--- src/design/u8d_pkg.sv ---
// ----------------------------------------------------------------------------
// u8d_pkg
// Shared widths, codes and types for the UTF-8 byte stream decoder.
// ----------------------------------------------------------------------------
package u8d_pkg;

  localparam int unsigned BYTE_W = 8;
  localparam int unsigned CP_W   = 31;
  localparam int unsigned PEND_W = 3;

  // status codes
  localparam logic STATUS_OK  = 1'b0;
  localparam logic STATUS_ERR = 1'b1;

  // lead byte class masks and patterns
  localparam logic [BYTE_W-1:0] ASCII_MASK = 8'h80;
  localparam logic [BYTE_W-1:0] CONT_MASK  = 8'hC0;
  localparam logic [BYTE_W-1:0] CONT_PAT   = 8'h80;
  localparam logic [BYTE_W-1:0] LEAD2_MASK = 8'hE0;
  localparam logic [BYTE_W-1:0] LEAD2_PAT  = 8'hC0;
  localparam logic [BYTE_W-1:0] LEAD3_MASK = 8'hF0;
  localparam logic [BYTE_W-1:0] LEAD3_PAT  = 8'hE0;
  localparam logic [BYTE_W-1:0] LEAD4_MASK = 8'hF8;
  localparam logic [BYTE_W-1:0] LEAD4_PAT  = 8'hF0;
  localparam logic [BYTE_W-1:0] LEAD5_MASK = 8'hFC;
  localparam logic [BYTE_W-1:0] LEAD5_PAT  = 8'hF8;
  localparam logic [BYTE_W-1:0] LEAD6_MASK = 8'hFE;
  localparam logic [BYTE_W-1:0] LEAD6_PAT  = 8'hFC;

  localparam logic [PEND_W-1:0] PEND_MAX = 3'd5;

  typedef struct packed {
    logic [CP_W-1:0] code_point;
    logic            status;
    logic            string_done;
  } res_t;

endpackage

--- src/design/u8d_if.sv ---
// ----------------------------------------------------------------------------
// u8d_in_if / u8d_out_if
// Valid/ready channels carrying raw bytes in and decoded characters out.
// ----------------------------------------------------------------------------
interface u8d_in_if;
  logic                          valid;
  logic                          ready;
  logic [u8d_pkg::BYTE_W-1:0]    data_byte;
  logic                          end_of_string;

  modport source (output valid, output data_byte, output end_of_string, input ready);
  modport sink   (input valid, input data_byte, input end_of_string, output ready);
endinterface

interface u8d_out_if;
  logic                          valid;
  logic                          ready;
  logic [u8d_pkg::CP_W-1:0]      code_point;
  logic                          status;
  logic                          string_done;

  modport source (output valid, output code_point, output status, output string_done,
                  input ready);
  modport sink   (input valid, input code_point, input status, input string_done,
                  output ready);
endinterface

--- src/design/utf8_byte_stream_decoder.sv ---
// ----------------------------------------------------------------------------
// utf8_byte_stream_decoder
// Decodes a UTF-8 byte stream (one to six byte forms) into code points.
// ----------------------------------------------------------------------------
// Usage:
//   in_ch  : one raw byte per request, with end_of_string on the last byte
//            of a string.
//   out_ch : one request per finished character or per malformed sequence
//            (status = 1, code_point = 0, string_done = 1).
//   A byte is taken every cycle while the skid register is empty; the sequence
//   state (pending count, partial value, failed flag) is updated in the same
//   cycle as the byte is taken. A result is registered in the output register,
//   or in the skid register while the receiver stalls. Throughput: one byte
//   per cycle while in_ch.ready is high, set by the combinational decode.
//   After an error the remaining bytes of the string are swallowed without
//   results up to and including the byte marked end_of_string.
//   When the receiver stalls, one further result is held in a skid register;
//   in_ch.ready drops only while that skid register is occupied.
//   Reset (rst_n low, synchronous) clears the sequence state and empties
//   both output registers.
// ----------------------------------------------------------------------------
module utf8_byte_stream_decoder (
  input  logic          clk,
  input  logic          rst_n,
  u8d_in_if.sink        in_ch,
  u8d_out_if.source     out_ch
);

  logic [u8d_pkg::PEND_W-1:0] pending_r, pending_nxt;
  logic [u8d_pkg::CP_W-1:0]   partial_r, partial_nxt;
  logic                       failed_r, failed_nxt;

  logic                       out_valid_r, skid_valid_r;
  u8d_pkg::res_t              out_r, skid_r;

  logic                       in_fire, out_fire, res_valid;
  u8d_pkg::res_t              res;
  logic [u8d_pkg::BYTE_W-1:0] b;
  logic                       eos;

  assign b        = in_ch.data_byte;
  assign eos      = in_ch.end_of_string;
  assign in_ch.ready = !skid_valid_r;
  assign in_fire  = in_ch.valid && in_ch.ready;
  assign out_fire = out_valid_r && out_ch.ready;

  // decode of one byte against the current sequence state
  always_comb begin
    pending_nxt     = pending_r;
    partial_nxt     = partial_r;
    failed_nxt      = failed_r;
    res_valid       = 1'b0;
    res.code_point  = '0;
    res.status      = u8d_pkg::STATUS_ERR;
    res.string_done = 1'b1;
    if (failed_r) begin
      if (eos) failed_nxt = 1'b0;
    end else if (pending_r != '0) begin
      if ((b & u8d_pkg::CONT_MASK) != u8d_pkg::CONT_PAT) begin
        pending_nxt = '0;
        partial_nxt = '0;
        failed_nxt  = !eos;
        res_valid   = 1'b1;
      end else if (pending_r == 3'd1) begin
        pending_nxt     = '0;
        partial_nxt     = '0;
        res_valid       = 1'b1;
        res.code_point  = {partial_r[u8d_pkg::CP_W-7:0], b[5:0]};
        res.status      = u8d_pkg::STATUS_OK;
        res.string_done = eos;
      end else if (eos) begin
        // string ends with continuation bytes still owed
        pending_nxt = '0;
        partial_nxt = '0;
        res_valid   = 1'b1;
      end else begin
        pending_nxt = pending_r - 3'd1;
        partial_nxt = {partial_r[u8d_pkg::CP_W-7:0], b[5:0]};
      end
    end else if ((b & u8d_pkg::ASCII_MASK) == '0) begin
      res_valid       = 1'b1;
      res.code_point  = {{(u8d_pkg::CP_W-u8d_pkg::BYTE_W){1'b0}}, b};
      res.status      = u8d_pkg::STATUS_OK;
      res.string_done = eos;
    end else begin
      priority if ((b & u8d_pkg::LEAD2_MASK) == u8d_pkg::LEAD2_PAT) begin
        pending_nxt = 3'd1;
        partial_nxt = {{(u8d_pkg::CP_W-5){1'b0}}, b[4:0]};
      end else if ((b & u8d_pkg::LEAD3_MASK) == u8d_pkg::LEAD3_PAT) begin
        pending_nxt = 3'd2;
        partial_nxt = {{(u8d_pkg::CP_W-4){1'b0}}, b[3:0]};
      end else if ((b & u8d_pkg::LEAD4_MASK) == u8d_pkg::LEAD4_PAT) begin
        pending_nxt = 3'd3;
        partial_nxt = {{(u8d_pkg::CP_W-3){1'b0}}, b[2:0]};
      end else if ((b & u8d_pkg::LEAD5_MASK) == u8d_pkg::LEAD5_PAT) begin
        pending_nxt = 3'd4;
        partial_nxt = {{(u8d_pkg::CP_W-2){1'b0}}, b[1:0]};
      end else if ((b & u8d_pkg::LEAD6_MASK) == u8d_pkg::LEAD6_PAT) begin
        pending_nxt = u8d_pkg::PEND_MAX;
        partial_nxt = {{(u8d_pkg::CP_W-1){1'b0}}, b[0]};
      end else begin
        // stray continuation byte or 0xFE/0xFF
        pending_nxt = '0;
        partial_nxt = '0;
        failed_nxt  = !eos;
        res_valid   = 1'b1;
      end
      if (res_valid == 1'b0 && eos) begin
        // lead byte on the last byte of the string
        pending_nxt = '0;
        partial_nxt = '0;
        res_valid   = 1'b1;
      end
    end
  end

  always_ff @(posedge clk) begin
    if (!rst_n) begin
      pending_r <= '0;
      partial_r <= '0;
      failed_r  <= 1'b0;
    end else if (in_fire) begin
      pending_r <= pending_nxt;
      partial_r <= partial_nxt;
      failed_r  <= failed_nxt;
    end
  end

  // output register with skid stage behind it
  always_ff @(posedge clk) begin
    if (!rst_n) begin
      out_valid_r  <= 1'b0;
      skid_valid_r <= 1'b0;
    end else if (skid_valid_r) begin
      if (out_fire) begin
        out_r        <= skid_r;
        skid_valid_r <= 1'b0;
      end
    end else if (in_fire && res_valid) begin
      if (!out_valid_r || out_fire) begin
        out_r       <= res;
        out_valid_r <= 1'b1;
      end else begin
        skid_r       <= res;
        skid_valid_r <= 1'b1;
      end
    end else if (out_fire) begin
      out_valid_r <= 1'b0;
    end
  end

  assign out_ch.valid       = out_valid_r;
  assign out_ch.code_point  = out_r.code_point;
  assign out_ch.status      = out_r.status;
  assign out_ch.string_done = out_r.string_done;

  // a held skid entry always sits behind a held output entry
  a_skid_behind_out: assert property (@(posedge clk) disable iff (!rst_n)
    skid_valid_r |-> out_valid_r)
    else $error("skid register occupied while output register empty");

  a_pending_range: assert property (@(posedge clk) disable iff (!rst_n)
    pending_r <= u8d_pkg::PEND_MAX)
    else $error("pending count out of range");

  a_failed_no_seq: assert property (@(posedge clk) disable iff (!rst_n)
    failed_r |-> (pending_r == '0))
    else $error("sequence open while string marked failed");

  a_err_zero_done: assert property (@(posedge clk) disable iff (!rst_n)
    (out_valid_r && out_r.status == u8d_pkg::STATUS_ERR) |->
      (out_r.code_point == '0 && out_r.string_done))
    else $error("error result with nonzero code point or string not done");

  a_stall_hold: assert property (@(posedge clk) disable iff (!rst_n)
    (skid_valid_r && !out_ch.ready) |=> (skid_valid_r && $stable(skid_r)))
    else $error("skid entry lost under stall");

endmodule
--- src/flat_wrapper.sv ---
// flat-port wrapper written by rule: the top's interface ports become plain ports
module utf8_byte_stream_decoder_flat 
  (clk, rst_n, in_ch_valid, in_ch_data_byte, in_ch_end_of_string, in_ch_ready, out_ch_valid, out_ch_code_point, out_ch_status, out_ch_string_done, out_ch_ready);
  u8d_in_if in_ch_i ();
  u8d_out_if out_ch_i ();
  input  logic clk;
  input  logic rst_n;
  input wire logic [$bits(in_ch_i.valid)-1:0] in_ch_valid;
  input wire logic [$bits(in_ch_i.data_byte)-1:0] in_ch_data_byte;
  input wire logic [$bits(in_ch_i.end_of_string)-1:0] in_ch_end_of_string;
  output wire logic [$bits(in_ch_i.ready)-1:0] in_ch_ready;
  output wire logic [$bits(out_ch_i.valid)-1:0] out_ch_valid;
  output wire logic [$bits(out_ch_i.code_point)-1:0] out_ch_code_point;
  output wire logic [$bits(out_ch_i.status)-1:0] out_ch_status;
  output wire logic [$bits(out_ch_i.string_done)-1:0] out_ch_string_done;
  input wire logic [$bits(out_ch_i.ready)-1:0] out_ch_ready;
  assign in_ch_i.valid = in_ch_valid;
  assign in_ch_i.data_byte = in_ch_data_byte;
  assign in_ch_i.end_of_string = in_ch_end_of_string;
  assign in_ch_ready = in_ch_i.ready;
  assign out_ch_valid = out_ch_i.valid;
  assign out_ch_code_point = out_ch_i.code_point;
  assign out_ch_status = out_ch_i.status;
  assign out_ch_string_done = out_ch_i.string_done;
  assign out_ch_i.ready = out_ch_ready;
  utf8_byte_stream_decoder u_core (.clk(clk), .rst_n(rst_n), .in_ch(in_ch_i), .out_ch(out_ch_i));
endmodule
--- config.mk ---
export PLATFORM = sky130hd
export DESIGN_NAME = utf8_byte_stream_decoder_flat
export DESIGN_NICKNAME = d
export VERILOG_FILES = /design/src/design/u8d_pkg.sv /design/src/design/u8d_if.sv /design/src/design/utf8_byte_stream_decoder.sv /design/src/flat_wrapper.sv
export SDC_FILE = /design/constraint.sdc
export NUM_CORES = 1
export LEC_CHECK = 0
export BUFFER_PORTS_ARGS = -buffer_cell sky130_fd_sc_hd__buf_2
export CORE_ASPECT_RATIO = 1.75
export CORE_MARGIN = 3
export CORE_UTILIZATION = 55
export CTS_CLUSTER_DIAMETER = 100
export DETAILED_ROUTE_END_ITERATION = 8
export GPL_TIMING_DRIVEN = 1
export HOLD_SLACK_MARGIN = 0.03
export PLACE_DENSITY = 0.78
export SETUP_SLACK_MARGIN = 0.1
export SYNTH_ARGS = -nofsm -noshare
export SYNTH_HDL_FRONTEND = slang
export SYNTH_SLANG_ARGS = --single-unit
--- constraint.sdc ---
create_clock -name clk -period 6.8 [get_ports clk]
set_clock_uncertainty 0.2 [all_clocks]
set_input_delay 1.36 -clock clk [delete_from_list [all_inputs] [get_ports clk]]
set_output_delay 1.36 -clock clk [all_outputs]
set_load 0.01 [all_outputs]
==> out/metrics.cfg, run 1 <==
[worst_setup_path]
cp-start-kind=primary input
cp.arrival_ns=3.08
cp-end-kind=flip-flop
startpoint=in_ch_valid
crit_type=in2reg
cp_max_fo=33
worstPathRequired_ns=6.56
r2r-start=u_core.pending_r[0]

[cts]
ctsHtreeMaxLevel=3
ctsHoldBuffers=0
post_cts_resized=0
post_cts_buffers=0
clk_pin_slew_worst_paths_ns=0.06
cts_tree=yes
numCtsBuffers=9
clock-root-buffer=clkbuf_16
clock-sinks=97
insertion_delay_ns=0.34
cts.path.max_buffers=2

[place]
io_buffers=47
placed_cell_area_mm2=0.00430
dpl.hpwl_mm=4.93
routabilityCongestion=0.849

[finish]
postLayoutCellArea_mm2=0.00458
diodes=0
layout-drive-gt1-share=0.292
nFillCells=522
nets=364
area_growth_pct=14.6
finalCoreUtilization=0.658

[die]
ios=48
dieArea_mm2=0.00836
die_y_um=119
initial_utilization=0.574
core-area_mm2=0.00696
fp-row-count=40
die_x_um=70.4

[pwr]
p_per_area_mw_per_mm2=270
leakage_nw=1.78
ir_drop_mv=0.131

[route]
vias=2542
dr_wl_met3_um=384
routed_wl_mm=7.41
route.met2.wl_mm=3.81
routedWlPerCell_um=17.0
drtAntennaViolNets=0
drtIter0Drc=188
top_layer=met4
met1_length_mm=2.94
first_pass_iters=4
avgViaCountPerCell=5.82
drc_errors=0

[timing]
whs_ns=0.276
fmax_mhz=301
fin_tns_setup_ns=0
min_period_ns=3.32
hold_viol=0
setup_violations=0
finalCritPeriodShare=0.488
finalMaxSlewViolations=0
timing_worst_slew_pin_value_ns=1.22
slew-limit-headroom=0.184
rsz0062_at_grt=no

[hold_path]
min_path_type=reg2reg
worstHoldStart=u_core.partial_r[1]

[global_routing]
track_usage=0.192
grt_pass1_wl_mm=12.4
grt_max_degree=37
antenna_found_initial=0
grt_pass1_vias=2512
overflow=0

[logic_synthesis]
synth_cell_types=44
async_flop_share=0
syn_area_mm2=0.00399
yosysMostFrequentCell=edfxtp_1
syn_area_per_cell_um2=13.1
synth_seq_cells=97
synth_edf_count=66
ys_seq_area_frac=0.652
syn_inst=304
netlist.area_leader.share=0.496
synth_common_cells=edfxtp_1, mux2_2, dfxtp_1, and3_1, nor2_1
synth_top_area_cell=edfxtp_1
yosysWarnings=0
synth_nets=320
ys.flop_type=edfxtp_1
ys_top_cells_by_area=edfxtp_1, dfxtp_1, mux2_2

[run_status]
outcome=complete, no violations

[run]
maxCapViolCount=0

==> cells by family after synthesis <==
logic type               share of synthesized area
flip-flops                                   0.652
AND/OR/NAND/NOR                              0.126
AO/OA/AOI/OAI                               0.0909
multiplexers                                0.0956
buffers and inverters                       0.0269
adder cells (fa/ha/maj)                    0.00940
==> cells in the final DEF, fill, tap and decap left out, types with 3 or more instances in the layout <==
master and instances:
clkbuf_1 3, mux2_2 33, nand2_1 12, and2_1 6, nor3_1 5, and3_1 26, edfxtp_1 66, a21oi_1 8
clkbuf_16 9, a22oi_1 21, o21ai_0 5, ha_1 3, nand2b_1 3, a31oi_1 3, buf_2 47, clkinv_2 3
nor2_1 23, dfxtp_1 31, inv_1 8, o211ai_1 4
==> per-layer routing <==
metal	vias up	GRT usage
met4	0	0.106
li1	1232	-
met5	-	0
met1	1201	0.236
met2	87	0.305
met3	22	0.0485
==> where the power goes <==
part           switching [mW]  internal, mW  leakage (nW)  total (mW)
clock network           0.199         0.283         0.140       0.482
logic                  0.0609        0.0358         0.777      0.0968
registers             0.00601         0.651         0.865       0.657
==> layout make-up <==
class | instances | area, um^2 | share of cell area
Tap cell | 84 | 105 | 0.0230
Multi-Input combinational cell | 182 | 1300 | 0.285
Clock inverter | 4 | 45.0 | 0.00984
Timing Repair Buffer | 49 | 250 | 0.0547
Sequential cell | 97 | 2600 | 0.569
Inverter | 9 | 33.8 | 0.00738
Clock buffer | 12 | 236 | 0.0517
==> stage by stage <==
stage	instances	setup slack, ns	total power, mW
after global placement	421	3.21	0.764
after global routing	437	3.30	1.28
after detailed placement	421	3.09	0.768
final	437	3.48	1.24
after floorplan	304	2.58	0.735
after CTS	437	3.45	1.25
==> critical path, cell delays in order <==
cell	delay (ns)
buf_2	0.08
or3b_1	0.42
inv_1	0.09
o211ai_1	0.21
a21oi_4	0.89
==> worst paths after layout <==
path / to / slack, ns / cells past startpoint
setup / recovery: u_core.out_ch.code_point[10] / 3.48 / 5
hold / removal: u_core.partial_r[1] / 0.28 / 2
setup reg to reg: u_core.out_ch.code_point[10] / 3.94 / 6
hold reg to reg: u_core.partial_r[1] / 0.28 / 2
==> state kept, by name, summed over array words and instances (netlist names) <==
| name | count |
|---|---|
| u_core.skid_r | 33 |
| u_core.skid_valid_r | 1 |
| u_core.out_ch.valid | 1 |
| u_core.failed_r | 1 |
| u_core.out_ch.string_done | 1 |
| u_core.out_ch.code_point | 31 |
| u_core.pending_r | 3 |
| u_core.out_ch.status | 1 |
| u_core.partial_r | 25 |
No activity file was read; power rests on OpenSTA's default activity.
==> run 2: changes to the inputs <==
--- a/config.mk
+++ b/config.mk
@@ -8,12 +8,12 @@
 export BUFFER_PORTS_ARGS = -buffer_cell sky130_fd_sc_hd__buf_2
 export CORE_ASPECT_RATIO = 1.75
 export CORE_MARGIN = 3
-export CORE_UTILIZATION = 55
+export CORE_UTILIZATION = 52
 export CTS_CLUSTER_DIAMETER = 100
 export DETAILED_ROUTE_END_ITERATION = 8
 export GPL_TIMING_DRIVEN = 1
 export HOLD_SLACK_MARGIN = 0.03
-export PLACE_DENSITY = 0.78
+export PLACE_DENSITY = 0.77
 export SETUP_SLACK_MARGIN = 0.1
 export SYNTH_ARGS = -nofsm -noshare
 export SYNTH_HDL_FRONTEND = slang
==> constraint.sdc (replaced) <==
create_clock -name clk -period 2.7 [get_ports clk]
set_clock_uncertainty 0.2 [all_clocks]
set_input_delay 0.54 -clock clk [delete_from_list [all_inputs] [get_ports clk]]
set_output_delay 0.54 -clock clk [all_outputs]
set_load 0.01 [all_outputs]
==> out/metrics.cfg, run 2 (same netlist as run 1, synthesis figures left out) <==
[hold_path]
min_delay_path_depth=2
min_path_type=reg2reg
worstHoldStart=u_core.partial_r[2]
hold_end=u_core.partial_r[2]

[worst_setup_path]
rr_worst_depth=8
r2r-start=u_core.pending_r[0]
rrSetupSlack_ns=0.26
crit_type=reg2reg
cp_max_fo=17
cp-start-kind=flip-flop
cp-end-kind=flip-flop
r2r-end=u_core.skid_r[31]
startpoint=u_core.pending_r[0]
worstPathRequired_ns=2.48
cp.arrival_ns=2.22

[die]
die_x_um=72.3
ios=48
die_y_um=122
core-area_mm2=0.00734
initial_utilization=0.544
fp-row-count=41
dieArea_mm2=0.00881

[timing]
finalMaxSlewViolations=0
fmax_mhz=409
min_period_ns=2.44
hold_viol=0
setup_violations=0
finalCritPeriodShare=0.905
timing_worst_slew_pin_value_ns=0.761
slew-limit-headroom=0.487
rsz0062_at_grt=no

[pwr]
leakage_nw=1.87
finalPower_mw=3.15
p_per_area_mw_per_mm2=661
ir_drop_mv=0.366

[finish]
nFillCells=556
layout-drive-gt1-share=0.333
nets=386
area_growth_pct=19.3
diodes=0
final_cell_mix=edfxtp_1, buf_2, mux2_2, dfxtp_1, and3_1
largest_reg_flops=33
layout_commonest_cell=edfxtp_1
multi_input_area_mm2=0.00134
ff_latch_area_mm2=0.00260
postLayoutCellArea_mm2=0.00477
top_register=u_core.skid_r

[global_routing]
grt_max_degree=29
track_usage=0.202
grt_pass1_wl_mm=13.2
antenna_found_initial=0
grt_pass1_vias=2640
overflow=0

[cts]
cts.path.max_buffers=2
clk_pin_slew_worst_paths_ns=0.06
clock-root-buffer=clkbuf_16
numCtsBuffers=9
ctsHoldBuffers=0
ctsHtreeMaxLevel=3
clock-sinks=97
cts_tree=yes
insertion_delay_ns=0.34

[route]
first_pass_iters=5
routedWlPerCell_um=17.9
vias=2690
drtAntennaViolNets=0
drc_errors=0
drtIter0Drc=228
routed_wl_mm=8.23
avgViaCountPerCell=5.84

[place]
routabilityCongestion=0.998
dpl.hpwl_mm=5.51
io_buffers=47
placed_cell_area_mm2=0.00445

[run]
maxCapViolCount=0

[run_status]
outcome=complete, no violations

[run 2: layout make-up]
type / instances / area share
flip-flops and latches: 97 / 0.546
inverters: 9 / 0.00709
multi-input cells: 184 / 0.281
clock buffers: 13 / 0.0504
repair buffers: 69 / 0.0840
clock inverters: 3 / 0.00893
well taps: 86 / 0.0226
[run 2: routing by layer]
layer | part of all wire | vias up | global-route usage
met2 | 0.57 | 67 | 0.365
met3 | 0.041 | 17 | 0.0487
met5 | 0 | - | 0
met1 | 0.36 | 1328 | 0.219
met4 | 0.022 | 0 | 0.0859
li1 | - | 1278 | -
[run 2: how the worst max path moves through the flow]
stage | endpoint | cells past startpoint
floorplan | u_core.out_ch.code_point[0] | 4
global placement | u_core.skid_r[13] | 6
detailed placement | u_core.out_ch.code_point[3] | 5
CTS | u_core.out_ch.code_point[8] | 6
global route | u_core.skid_r[14] | 8
finish | u_core.skid_r[31] | 8
[run 2: metrics by stage]
stage | util | hold slack (ns) | TNS [ns] | std cells | setup WS (ns)
after CTS | 0.648 | 0.280 | 0 | 460 | 0.0722
after global placement | 0.606 | 0.262 | 0 | 442 | 0.00700
after floorplan | - | 0.245 | 0 | 304 | 0.234
after detailed placement | 0.606 | 0.274 | -3.34 | 442 | -0.0635
after global routing | 0.650 | 0.298 | 0 | 461 | 0.169
final | 0.650 | 0.279 | 0 | 461 | 0.256
[run 2: where the power goes]
part | switching [mW] | internal (mW) | total, mW | leakage [nW]
registers | 0.0146 | 1.64 | 1.65 | 0.865
logic | 0.172 | 0.116 | 0.288 | 0.876
clock network | 0.489 | 0.717 | 1.21 | 0.134
[run 2: critical path, stage by stage, from the launching register on]
cell	delay [ns]
dfxtp_1	0.36
inv_1	0.09
ha_1	0.27
nand4b_1	0.16
or2_2	0.16
o211ai_1	0.09
buf_4	0.17
buf_4	0.16
nor2_4	0.41
[run 2: timing repair]
item | in CTS | in global routing
pin swaps | 1 | 1
setup endpoints to repair | 66 | 72
gates resized for setup | 2 | 1
setup buffers | 0 | 1
cloned | 2 | 0
==> run 3: changes to the inputs <==
--- a/config.mk
+++ b/config.mk
@@ -8,12 +8,13 @@
 export BUFFER_PORTS_ARGS = -buffer_cell sky130_fd_sc_hd__buf_2
 export CORE_ASPECT_RATIO = 1.75
 export CORE_MARGIN = 3
-export CORE_UTILIZATION = 52
+export CORE_UTILIZATION = 55
 export CTS_CLUSTER_DIAMETER = 100
 export DETAILED_ROUTE_END_ITERATION = 8
 export GPL_TIMING_DRIVEN = 1
 export HOLD_SLACK_MARGIN = 0.03
-export PLACE_DENSITY = 0.77
+export MAX_ROUTING_LAYER = met4
+export PLACE_DENSITY = 0.78
 export SETUP_SLACK_MARGIN = 0.1
 export SYNTH_ARGS = -nofsm -noshare
 export SYNTH_HDL_FRONTEND = slang
==> constraint.sdc (replaced) <==
create_clock -name clk -period 2.8 [get_ports clk]
set_clock_uncertainty 0.2 [all_clocks]
set_input_delay 0.56 -clock clk [delete_from_list [all_inputs] [get_ports clk]]
set_output_delay 0.56 -clock clk [all_outputs]
set_load 0.01 [all_outputs]
==> out/metrics.cfg, run 3 (same netlist as run 1, synthesis figures left out) <==
[run_status]
outcome=complete, no violations

[route]
drtAntennaViolNets=0
dr_wl_met3_um=348
vias=2700
routedWlPerCell_um=17.7
drc_errors=0
met1_length_mm=3.07
route.met2.wl_mm=4.37
avgViaCountPerCell=5.96
top_layer=met4
first_pass_iters=6
drtIter0Drc=191
routed_wl_mm=8.02

[die]
core-area_mm2=0.00696
dieArea_mm2=0.00836
initial_utilization=0.574
die_x_um=70.4
ios=48
die_y_um=119
fp-row-count=40

[cts]
cts.path.max_buffers=2
clk_pin_slew_worst_paths_ns=0.06
post_cts_buffers=0
clock-root-buffer=clkbuf_16
ctsHtreeMaxLevel=3
clock-sinks=97
numCtsBuffers=9
ctsHoldBuffers=0
insertion_delay_ns=0.33
cts_tree=yes

[hold_path]
worstHoldStart=u_core.pending_r[1]
min_path_type=reg2reg
min_delay_path_depth=2

[global_routing]
grt_pass1_wl_mm=13.0
track_usage=0.208
overflow=0
grt_pass1_vias=2655
antenna_found_initial=0
grt_max_degree=29

[pwr]
leakage_nw=1.86
ir_drop_mv=0.461
p_per_area_mw_per_mm2=664

[place]
routabilityCongestion=0.899
dp_cells=435
dpl.hpwl_mm=5.23
io_buffers=47
dp_slack_ns=-0.0152

[finish]
area_growth_pct=19.1
multi_input_area_mm2=0.00134
nFillCells=506
layout-drive-gt1-share=0.331
ff_latch_area_mm2=0.00260
final_cells=453
largest_reg_flops=33
top_register=u_core.skid_r
layout_commonest_cell=edfxtp_1
nets=380
diodes=0
final_cell_mix=edfxtp_1, buf_2, mux2_2, dfxtp_1, and3_1

[timing]
setup_violations=0
finalCritPeriodShare=0.922
fmax_mhz=387
rsz0062_at_grt=yes
min_period_ns=2.58
timing_worst_slew_pin_value_ns=0.780
finalMaxSlewViolations=0
setup_slack_ns=0.219
slew-limit-headroom=0.474
hold_viol=0

[worst_setup_path]
cp_max_fo=17
crit_type=reg2reg
cp-start-kind=flip-flop
r2r-start=u_core.pending_r[0]
crit_path_max_incr_delay_ns=0.54
path_cells=inv_1, ha_1, nand4b_1, or2_2, o211ai_1, a21oi_4
rr_worst_depth=6
crit_buf_inv=1
cp-end-kind=flip-flop
critPathTopFamily=compound AO/OA/AOI/OAI gates
cp.depth=6
worstPathRequired_ns=2.61
cp.arrival_ns=2.39
slowest_stage=o211ai_1
startpoint=u_core.pending_r[0]

[run]
maxCapViolCount=0

run 3: worst paths after layout:
path	end	slack (ns)
hold reg to reg	u_core.pending_r[1]	0.28
setup / recovery	u_core.out_ch.code_point[28]	0.22
setup reg to reg	u_core.out_ch.code_point[28]	0.22
hold / removal	u_core.pending_r[1]	0.28
run 3: worst register-to-register path: cells and delay by family, from the launching register on:
family	cells	cell delay [ns]
simple gates	2	0.47
flops	1	0.33
compound gates	2	0.86
buf+inv	1	0.11
fa+ha+maj	1	0.27
run 3: final cells by class:
class,instances,area share
Multi-Input combinational cell,184,0.282
Clock buffer,10,0.0502
Sequential cell,97,0.547
Tap cell,84,0.0221
Clock inverter,6,0.0171
Timing Repair Buffer,63,0.0747
Inverter,9,0.00710
run 3: repair_timing:
item / 4_1_cts / 5_1_grt
pin swaps: 1 / 0
gates resized for setup: 1 / 2
gates cloned: 2 / 0
hold endpoints to repair: 0 / 0
setup endpoints to repair: 66 / 18
run 3: per-stage QoR:
stage / utilization / hold WS (ns) / total power, mW / cell area, um^2 / setup TNS, ns
final: 0.684 / 0.280 / 3.16 / 4760 / 0
after global routing: 0.684 / 0.317 / 3.26 / 4760 / 0
after CTS: 0.682 / 0.277 / 3.18 / 4750 / 0
after detailed placement: 0.633 / 0.267 / 1.89 / 4410 / -0.404
after global placement: 0.633 / 0.257 / 1.88 / 4410 / 0
after floorplan: - / 0.245 / 1.79 / 4010 / 0
run 3: report_power, final:
part	switching, mW	total [mW]	internal, mW
Combinational	0.164	0.271	0.107
Sequential	0.0150	1.60	1.58
Clock	0.490	1.29	0.800
run 3: per-layer routing:
layer	track usage	up-vias
met5	-	-
met4	0.103	0
met3	0.0451	20
met2	0.343	88
met1	0.237	1325
li1	-	1267
